## config.mk

```make
export PLATFORM = sky130hd
export DESIGN_NAME = packet_slot_pool_allocator
export DESIGN_NICKNAME = d
export VERILOG_FILES = /design/src/rtl/pspa_pkg.sv /design/src/rtl/pspa_ram.sv /design/src/rtl/pspa_ctrl.sv /design/src/rtl/pspa_dp.sv /design/src/rtl/packet_slot_pool_allocator.sv
export SDC_FILE = /design/constraint.sdc
export NUM_CORES = 1
export LEC_CHECK = 0
export BUFFER_PORTS_ARGS = -buffer_cell sky130_fd_sc_hd__buf_2
export CORE_MARGIN = 2
export CORE_UTILIZATION = 50
export CTS_BUF_LIST = sky130_fd_sc_hd__clkbuf_8
export DETAILED_ROUTE_END_ITERATION = 12
export PLACE_DENSITY_LB_ADDON = 0.15
export SYNTH_ARGS = -nofsm -noshare
export SYNTH_HDL_FRONTEND = slang
export SYNTH_HIERARCHICAL = 1
export SYNTH_SLANG_ARGS = --single-unit
```

## constraint.sdc

```tcl
create_clock -name clk_i -period 3.4 [get_ports clk_i]
set_input_delay 0.68 -clock clk_i [delete_from_list [all_inputs] [get_ports clk_i]]
set_output_delay 0.68 -clock clk_i [all_outputs]
set_load 0.02 [all_outputs]
```

## src/rtl/pspa_pkg.sv

```systemverilog
package pspa_pkg;

  // Default pool depth and the fixed widths of the transaction fields
  localparam int unsigned PoolSizeDef = 16;
  localparam int unsigned ReqW        = 2;
  localparam int unsigned SlotW       = 4;
  localparam int unsigned StatusW     = 2;
  localparam int unsigned CountW      = 5;

  typedef enum logic [ReqW-1:0] {
    REQ_GET   = 2'd0,
    REQ_DRAIN = 2'd1,
    REQ_FREE  = 2'd2,
    REQ_RESET = 2'd3
  } req_e;

  typedef enum logic [StatusW-1:0] {
    ST_OK       = 2'd0,
    ST_EMPTY    = 2'd1,
    ST_NOT_USED = 2'd2
  } status_e;

  typedef enum logic [1:0] {
    S_IDLE,
    S_GET_LINK,
    S_UNLINK,
    S_WALK
  } state_e;

  // Controller -> datapath commands
  typedef struct packed {
    logic fail_empty;   // free or in-use list empty at accept
    logic reset_done;   // reset-all with nothing in use
    logic get_start;
    logic get_finish;
    logic rel_start;    // drain or free: capture slot, read its links
    logic rel_finish;
    logic rel_reject;
    logic walk_start;
    logic walk_step;
  } cmd_t;

  // Datapath -> controller status
  typedef struct packed {
    logic full;
    logic empty;
    logic last;
    logic in_use;
  } stat_t;

endpackage

```

## src/rtl/pspa_ram.sv

```systemverilog
module pspa_ram import pspa_pkg::*; #(
  parameter int unsigned WIDTH = SlotW,
  parameter int unsigned DEPTH = PoolSizeDef,
  localparam int unsigned AW = (DEPTH > 1) ? $clog2(DEPTH) : 1
) (
  input  logic             clk_i,
  input  logic             we_i,
  input  logic [AW-1:0]    waddr_i,
  input  logic [WIDTH-1:0] wdata_i,
  input  logic [AW-1:0]    raddr_i,
  output logic [WIDTH-1:0] rdata_o
);

  logic [WIDTH-1:0] mem_q [DEPTH];

  always_ff @(posedge clk_i) begin
    if (we_i) begin
      mem_q[waddr_i] <= wdata_i;
    end
    rdata_o <= mem_q[raddr_i];
  end

endmodule

```

## src/rtl/pspa_ctrl.sv

```systemverilog
module pspa_ctrl import pspa_pkg::*; (
  input  logic            clk_i,
  input  logic            rst_ni,
  input  logic            start_i,
  input  logic [ReqW-1:0] req_type_i,
  input  stat_t           stat_i,
  output cmd_t            cmd_o,
  output logic            busy_o
);

  state_e state_q, state_d;
  req_e   req;

  assign req    = req_e'(req_type_i);
  assign busy_o = (state_q != S_IDLE);

  always_ff @(posedge clk_i or negedge rst_ni) begin
    if (!rst_ni) begin
      state_q <= S_IDLE;
    end else begin
      state_q <= state_d;
    end
  end

  // next state
  always_comb begin
    state_d = state_q;
    case (state_q)
      S_IDLE: begin
        if (start_i) begin
          case (req)
            REQ_GET:   state_d = stat_i.full  ? S_IDLE : S_GET_LINK;
            REQ_DRAIN: state_d = stat_i.empty ? S_IDLE : S_UNLINK;
            REQ_FREE:  state_d = S_UNLINK;
            REQ_RESET: state_d = stat_i.empty ? S_IDLE : S_WALK;
            default:   state_d = S_IDLE;
          endcase
        end
      end
      S_GET_LINK: state_d = S_IDLE;
      S_UNLINK:   state_d = S_IDLE;
      S_WALK:     state_d = stat_i.last ? S_IDLE : S_WALK;
      default:    state_d = S_IDLE;
    endcase
  end

  // commands
  always_comb begin
    cmd_o = '0;
    case (state_q)
      S_IDLE: begin
        if (start_i) begin
          case (req)
            REQ_GET: begin
              cmd_o.fail_empty = stat_i.full;
              cmd_o.get_start  = !stat_i.full;
            end
            REQ_DRAIN: begin
              cmd_o.fail_empty = stat_i.empty;
              cmd_o.rel_start  = !stat_i.empty;
            end
            REQ_FREE: cmd_o.rel_start = 1'b1;
            REQ_RESET: begin
              cmd_o.reset_done = stat_i.empty;
              cmd_o.walk_start = !stat_i.empty;
            end
            default: cmd_o = '0;
          endcase
        end
      end
      S_GET_LINK: cmd_o.get_finish = 1'b1;
      S_UNLINK: begin
        cmd_o.rel_finish = stat_i.in_use;
        cmd_o.rel_reject = !stat_i.in_use;
      end
      S_WALK:  cmd_o.walk_step = 1'b1;
      default: cmd_o = '0;
    endcase
  end

endmodule

```

## src/rtl/pspa_dp.sv

```systemverilog
module pspa_dp import pspa_pkg::*; #(
  parameter int unsigned POOL_SIZE = PoolSizeDef,
  localparam int unsigned IdxW = (POOL_SIZE > 1) ? $clog2(POOL_SIZE) : 1,
  localparam int unsigned CntW = $clog2(POOL_SIZE + 1)
) (
  input  logic               clk_i,
  input  logic               rst_ni,
  input  cmd_t               cmd_i,
  input  logic [ReqW-1:0]    req_type_i,
  input  logic [SlotW-1:0]   slot_i,
  output stat_t              stat_o,
  output logic               done_o,
  output logic [StatusW-1:0] status_o,
  output logic [SlotW-1:0]   slot_out_o,
  output logic [CountW-1:0]  in_use_count_o
);

  logic [IdxW-1:0] free_top_q, free_top_d;
  logic [CntW-1:0] total_q, total_d;
  logic [CntW-1:0] mark_q, mark_d;   // slots below the mark never left the pool
  logic            valid_q, valid_d;

  logic [IdxW-1:0] head_q, head_d, tail_q, tail_d, s_q, s_d;
  logic            fresh_q, fresh_d, chk_q, chk_d, range_q, range_d;
  status_e         st_q, st_d;
  logic [IdxW-1:0] rslot_q, rslot_d;
  logic [CntW-1:0] rcnt_q, rcnt_d;

  logic            link_we, flag_we, next_we, prev_we;
  logic [IdxW-1:0] link_rd, next_rd, prev_rd;
  logic [IdxW-1:0] flag_waddr, next_waddr, prev_waddr, np_raddr;
  logic [IdxW-1:0] next_wdata, prev_wdata, slot_idx;
  logic [0:0]      flag_wdata, flag_rd;
  logic            empty, multi, top_fresh, reply;
  req_e            req;

  assign req       = req_e'(req_type_i);
  assign slot_idx  = IdxW'(slot_i);
  assign empty     = (total_q == '0);
  assign multi     = (total_q > CntW'(1));
  assign top_fresh = (CntW'(free_top_q) < mark_q);

  assign stat_o.full   = (total_q == CntW'(POOL_SIZE));
  assign stat_o.empty  = empty;
  assign stat_o.last   = (total_q == CntW'(1));
  assign stat_o.in_use = !chk_q || (range_q && (CntW'(s_q) >= mark_q) && flag_rd[0]);

  // memory ports
  assign link_we    = cmd_i.rel_finish || cmd_i.walk_step;
  assign flag_we    = cmd_i.get_start || cmd_i.rel_finish || cmd_i.walk_step;
  assign flag_waddr = cmd_i.get_start ? free_top_q : s_q;
  assign flag_wdata = cmd_i.get_start;
  assign next_we    = (cmd_i.get_start && !empty) ||
                      (cmd_i.rel_finish && multi && (s_q != head_q));
  assign next_waddr = cmd_i.get_start ? tail_q : prev_rd;
  assign next_wdata = cmd_i.get_start ? free_top_q : next_rd;
  assign prev_we    = (cmd_i.get_start && !empty) ||
                      (cmd_i.rel_finish && multi && (s_q != tail_q));
  assign prev_waddr = cmd_i.get_start ? free_top_q : next_rd;
  assign prev_wdata = cmd_i.get_start ? tail_q : prev_rd;
  assign np_raddr   = cmd_i.walk_step ? next_rd :
                      ((req == REQ_FREE) ? slot_idx : head_q);

  pspa_ram #(.WIDTH(IdxW), .DEPTH(POOL_SIZE)) u_link_ram (
    .clk_i, .we_i(link_we), .waddr_i(s_q), .wdata_i(free_top_q),
    .raddr_i(free_top_q), .rdata_o(link_rd)
  );

  pspa_ram #(.WIDTH(1), .DEPTH(POOL_SIZE)) u_flag_ram (
    .clk_i, .we_i(flag_we), .waddr_i(flag_waddr), .wdata_i(flag_wdata),
    .raddr_i(slot_idx), .rdata_o(flag_rd)
  );

  pspa_ram #(.WIDTH(IdxW), .DEPTH(POOL_SIZE)) u_next_ram (
    .clk_i, .we_i(next_we), .waddr_i(next_waddr), .wdata_i(next_wdata),
    .raddr_i(np_raddr), .rdata_o(next_rd)
  );

  pspa_ram #(.WIDTH(IdxW), .DEPTH(POOL_SIZE)) u_prev_ram (
    .clk_i, .we_i(prev_we), .waddr_i(prev_waddr), .wdata_i(prev_wdata),
    .raddr_i(np_raddr), .rdata_o(prev_rd)
  );

  always_comb begin
    free_top_d = free_top_q;
    total_d    = total_q;
    mark_d     = mark_q;
    head_d     = head_q;
    tail_d     = tail_q;
    s_d        = s_q;
    fresh_d    = fresh_q;
    chk_d      = chk_q;
    range_d    = range_q;
    st_d       = st_q;
    rslot_d    = rslot_q;
    rcnt_d     = rcnt_q;
    reply      = 1'b0;

    if (cmd_i.fail_empty) begin
      reply   = 1'b1;
      st_d    = ST_EMPTY;
      rslot_d = '0;
      rcnt_d  = total_q;
    end
    if (cmd_i.reset_done) begin
      reply   = 1'b1;
      st_d    = ST_OK;
      rslot_d = '0;
      rcnt_d  = '0;
    end
    if (cmd_i.get_start) begin
      s_d     = free_top_q;
      fresh_d = top_fresh;
      if (top_fresh) begin
        mark_d = CntW'(free_top_q);
      end
      if (empty) begin
        head_d = free_top_q;
      end
      tail_d  = free_top_q;
      total_d = total_q + CntW'(1);
    end
    if (cmd_i.get_finish) begin
      // a never-linked slot chains to the next lower one
      if (fresh_q) begin
        free_top_d = (s_q == '0) ? '0 : (s_q - IdxW'(1));
      end else begin
        free_top_d = link_rd;
      end
      reply   = 1'b1;
      st_d    = ST_OK;
      rslot_d = s_q;
      rcnt_d  = total_q;
    end
    if (cmd_i.rel_start) begin
      chk_d   = (req == REQ_FREE);
      s_d     = (req == REQ_FREE) ? slot_idx : head_q;
      range_d = (req != REQ_FREE) || (32'(slot_i) < POOL_SIZE);
    end
    if (cmd_i.rel_finish) begin
      if (multi) begin
        if (s_q == head_q) begin
          head_d = next_rd;
        end
        if (s_q == tail_q) begin
          tail_d = prev_rd;
        end
      end
      free_top_d = s_q;
      total_d    = total_q - CntW'(1);
      reply      = 1'b1;
      st_d       = ST_OK;
      rslot_d    = s_q;
      rcnt_d     = total_q - CntW'(1);
    end
    if (cmd_i.rel_reject) begin
      reply   = 1'b1;
      st_d    = ST_NOT_USED;
      rslot_d = '0;
      rcnt_d  = total_q;
    end
    if (cmd_i.walk_start) begin
      s_d = head_q;
    end
    if (cmd_i.walk_step) begin
      free_top_d = s_q;
      total_d    = total_q - CntW'(1);
      s_d        = next_rd;
      if (total_q == CntW'(1)) begin
        reply   = 1'b1;
        st_d    = ST_OK;
        rslot_d = '0;
        rcnt_d  = '0;
      end
    end
    valid_d = reply;
  end

  always_ff @(posedge clk_i or negedge rst_ni) begin
    if (!rst_ni) begin
      free_top_q <= IdxW'(POOL_SIZE - 1);
      total_q    <= '0;
      mark_q     <= CntW'(POOL_SIZE);
      valid_q    <= 1'b0;
    end else begin
      free_top_q <= free_top_d;
      total_q    <= total_d;
      mark_q     <= mark_d;
      valid_q    <= valid_d;
    end
  end

  always_ff @(posedge clk_i) begin
    head_q  <= head_d;
    tail_q  <= tail_d;
    s_q     <= s_d;
    fresh_q <= fresh_d;
    chk_q   <= chk_d;
    range_q <= range_d;
    st_q    <= st_d;
    rslot_q <= rslot_d;
    rcnt_q  <= rcnt_d;
  end

  assign done_o         = valid_q;
  assign status_o       = st_q;
  assign slot_out_o     = SlotW'(rslot_q);
  assign in_use_count_o = CountW'(rcnt_q);

endmodule

```

## src/rtl/packet_slot_pool_allocator.sv

```systemverilog
// Packet slot pool allocator. Keeps POOL_SIZE slots on a last-in-first-out
// free stack and an oldest-first in-use list, and serves get, drain, free and
// reset-all requests. A transaction is taken at a clock edge with start high
// and busy low; exactly one result follows, shown for a single cycle with
// done_o high. The receiver cannot stall: done_o is a strobe and must be
// captured in that cycle. Get, drain and free pass from accept through the
// GET_LINK or UNLINK state to the registered result, and the next one can
// be taken in the result cycle, not before; this is set by the registered
// read of the link memories (read at accept, used in GET_LINK or written
// back in UNLINK). Get on a full pool and drain or reset-all with nothing
// in use answer in the cycle after accept; else reset-all walks the in-use
// list one slot per cycle through the next-pointer memory. No clearing pass
// is needed after reset; the block is ready at once.
module packet_slot_pool_allocator import pspa_pkg::*; #(
  parameter int unsigned POOL_SIZE = PoolSizeDef
) (
  input  logic               clk_i,
  input  logic               rst_ni,
  input  logic               start,
  output logic               busy,
  input  logic [ReqW-1:0]    req_type_i,
  input  logic [SlotW-1:0]   slot_i,
  output logic               done_o,
  output logic [StatusW-1:0] status_o,
  output logic [SlotW-1:0]   slot_out_o,
  output logic [CountW-1:0]  in_use_count_o
);

  cmd_t  cmd;
  stat_t stat;

  // Controller: sequences each transaction and the reset-all walk
  pspa_ctrl u_ctrl (
    .clk_i,
    .rst_ni,
    .start_i    (start),
    .req_type_i,
    .stat_i     (stat),
    .cmd_o      (cmd),
    .busy_o     (busy)
  );

  // Datapath: list pointers, link memories and the result register.
  // Slots below the fill mark were never handed out, so their free link is
  // implied (next lower slot) and their in-use flag reads as clear.
  pspa_dp #(.POOL_SIZE(POOL_SIZE)) u_dp (
    .clk_i,
    .rst_ni,
    .cmd_i      (cmd),
    .req_type_i,
    .slot_i,
    .stat_o     (stat),
    .done_o,
    .status_o,
    .slot_out_o,
    .in_use_count_o
  );

endmodule

```

==> run summary <==
Total congestion overflow = 0
Die Ht = 156.7 um
Power, Total = 10.97 mW
Initial Util = 51.19%
DR vias/cell = 5.733
Mapped Cells = 769
Post-Syn Nets = 795
Slew Viols, Final = 0
Count of final hold-check violations = 0
TritonCTS clock tree = yes
Number of global-route vias before repair = 6847
Worst VDD drop = 0.3953 mV
Fin crit share = 93.37%
Placer congestion estimate = 0.8346
Global Route Usage Sum = 20.05%
Startpoint Class = register
HPWL Detailed = 16060 um
Clock Tree Buf Depth = 3
Worst skew pair latency = 550 ps
Tightest Pin Transition = 1166 ps
Post-layout min period = 3175 ps
Final wirelength = 23980 um
DRC viols = 0
Yosys top cell by area = edfxtp_1
Drt pass-1 iters = 5
Register area = 0.007458 mm2
Setup TNS = 0 ps
Mapped cell area = 0.01166 mm2
Critical path required time = 3610 ps
Leak = 4.791 nW
Die width = 156.7 um
Post-synth ARST share = 6.464%
Top cells by count, synth = 210 x edfxtp_1, 67 x nor2_1, 46 x mux4_1
Reg clk slew, reported paths = 60 ps
Worst hold path type = primary input to asynchronous set/reset pin
Top post-synthesis cells by area = edfxtp_1 54%, mux4_1 10%, dfxtp_1 6.2%
Via count = 6828
Nets = 869
Most common cell in the netlist = edfxtp_1
Total power per unit cell area = 835.6 mW/mm2
Post-synthesis average cell area = 15.16 um2
Outcome = complete, no violations
CTS H-tree depth = 2
Setup Viol. Count Final = 0
Root Driver = clkbuf_8
Area of the multi-input gates = 0.003926 mm2
Largest net degree at the start of global routing = 33
Final setup skew = 29.44 ps
Fmax = 315.0 MHz
Die area = 0.02456 mm2
Seq cells post-synth = 263
Worst Path Arrival = 3390 ps
Ys flop type = edfxtp_1
# port buffers = 21
Max_slew headroom = 21.43%
Routed Antenna Nets = 0
Hold_buf cts = 0
Initial antenna violation count = 0
Post-synthesis sequential area ratio = 63.96%
Kind of critical path = register to register
Synthesis Warnings = 6
Num CTS Buffers = 43
Critical Path Fanout Max = 17
Yosys cell types = 66
N_diodes = 0
First-pass GRT wire length = 37760 um
Floorplan Core Area = 0.02278 mm2
# rows = 55
Worst setup EP type = register
Synth top area share = 54.08%
Initial detailed-routing violation count = 586
Layout cells sized above 1 = 18.45%
Max cap viols = 0
Clk sink count = 263
Routed len/inst = 20.13 um
Unrepaired setup endpoints after global routing = false
I/O pin count = 22
Fill cells = 1757
Post-synth EDFFs = 210
Area delta synth->final = 12.60%
[logic make-up after synthesis]
kind of cell               Yosys count  synth area share [%]
muxes                               80                 14.18
DFF                                263                 63.96
and+or+nand+nor                    230                 10.02
buffers and inverters               62                 2.768
xor gates and xnor gates            12                0.9013
adders and majority gates           17                 1.824
AOI/OAI and AO/OA                  105                 6.341
[per-stage QoR]
stage	worst slack, ps	hold slack (ps)	cells	cell area [um2]	utilization, %
global placement	238.2	458.4	1111	12280	53.92
CTS	126.8	67.11	1191	13110	57.56
floorplan	16.43	384.4	769	11670	-
global route	34.93	82.52	1191	13130	57.64
finish	225.4	71.88	1191	13130	57.64
detailed placement	105.1	461.0	1111	12280	53.92
[routing by layer]
layer / part of all wire, % / global-route usage, % / routed length (um) / up-vias
met1: 44 / 26.62 / 10570 / 3413
met2: 49 / 33.17 / 11680 / 194
met3: 5.0 / 4.043 / 1209 / 45
met5: 0 / 0 / 0 / -
met4: 2.2 / 6.859 / 519 / 0
li1: - / - / - / 3176
[state kept, by name (all words and copies together) (netlist names), 4 cells and up]
name,cells
u_dp/u_prev_ram/rdata_o,4
u_dp/u_link_ram/mem_q,64
u_dp/u_link_ram/rdata_o,4
u_dp/u_next_ram/rdata_o,4
u_dp/free_top_q,4
u_dp/u_flag_ram/mem_q,16
u_dp/tail_q,4
u_dp/in_use_count_o,5
u_dp/s_q,4
u_dp/mark_q,5
u_dp/slot_out_o,4
u_dp/total_q,5
u_dp/head_q,4
u_dp/u_prev_ram/mem_q,64
u_dp/u_next_ram/mem_q,64
[final timing paths]
path | startpoint | to | slack, ps | cells past startpoint
setup / recovery | u_dp/total_q[0] | u_dp/u_next_ram/mem_q[2][2] | 230 | 8
hold / removal | rst_ni | u_dp/done_o | 70 | 1
setup reg to reg | u_dp/total_q[0] | u_dp/u_next_ram/mem_q[2][2] | 230 | 8
hold reg to reg | u_dp/slot_out_o[1] | u_dp/slot_out_o[1] | 480 | 1
max in group asynchronous | rst_ni | u_dp/free_top_q[0] | 2990 | 1
min in group clk_i | slot_i[2] | u_dp/u_flag_ram/rdata_o | 390 | 2
[worst max-delay path, stage by stage, from the launching register on]
cell,delay [ps]
dfrtp_1,440
inv_1,140
ha_1,250
nor4bb_4,170
inv_1,80
and3_2,410
mux2_2,460
or3b_2,560
nor2_1,320
[cell usage in the layout, fill, tap and decap left out, types with 17 or more instances in the layout]
cell type,n
inv_1,49
nor2_1,67
dfxtp_1,36
o21ai_0,25
nand2_1,37
buf_2,21
edfxtp_1,210
ha_1,17
nand3_1,28
clkbuf_8,49
buf_4,38
mux4_1,46
nor3_1,21
[where the power goes]
part | internal, mW | switching, mW
clock network | 1.39 | 1.19
registers | 4.31 | 0.383
logic | 1.53 | 2.17
[area by class of cell]
cell class,count,area share (%)
Multi-Input combinational cell,444,29.90
Inverter,31,0.8862
Clock buffer,49,5.136
Tap cell,313,2.983
Sequential cell,263,56.80
Clock inverter,31,1.163
Timing Repair Buffer,60,3.126
[repair_timing]
| action | in CTS | in global routing |
|---|---|---|
| buffers inserted | 0 | 0 |
| setup endpoints to repair | 0 | 88 |
| endpoints found under the hold margin | 0 | 0 |
| gates resized for setup | 0 | 3 |
No activity file was read; power rests on OpenSTA's default activity.
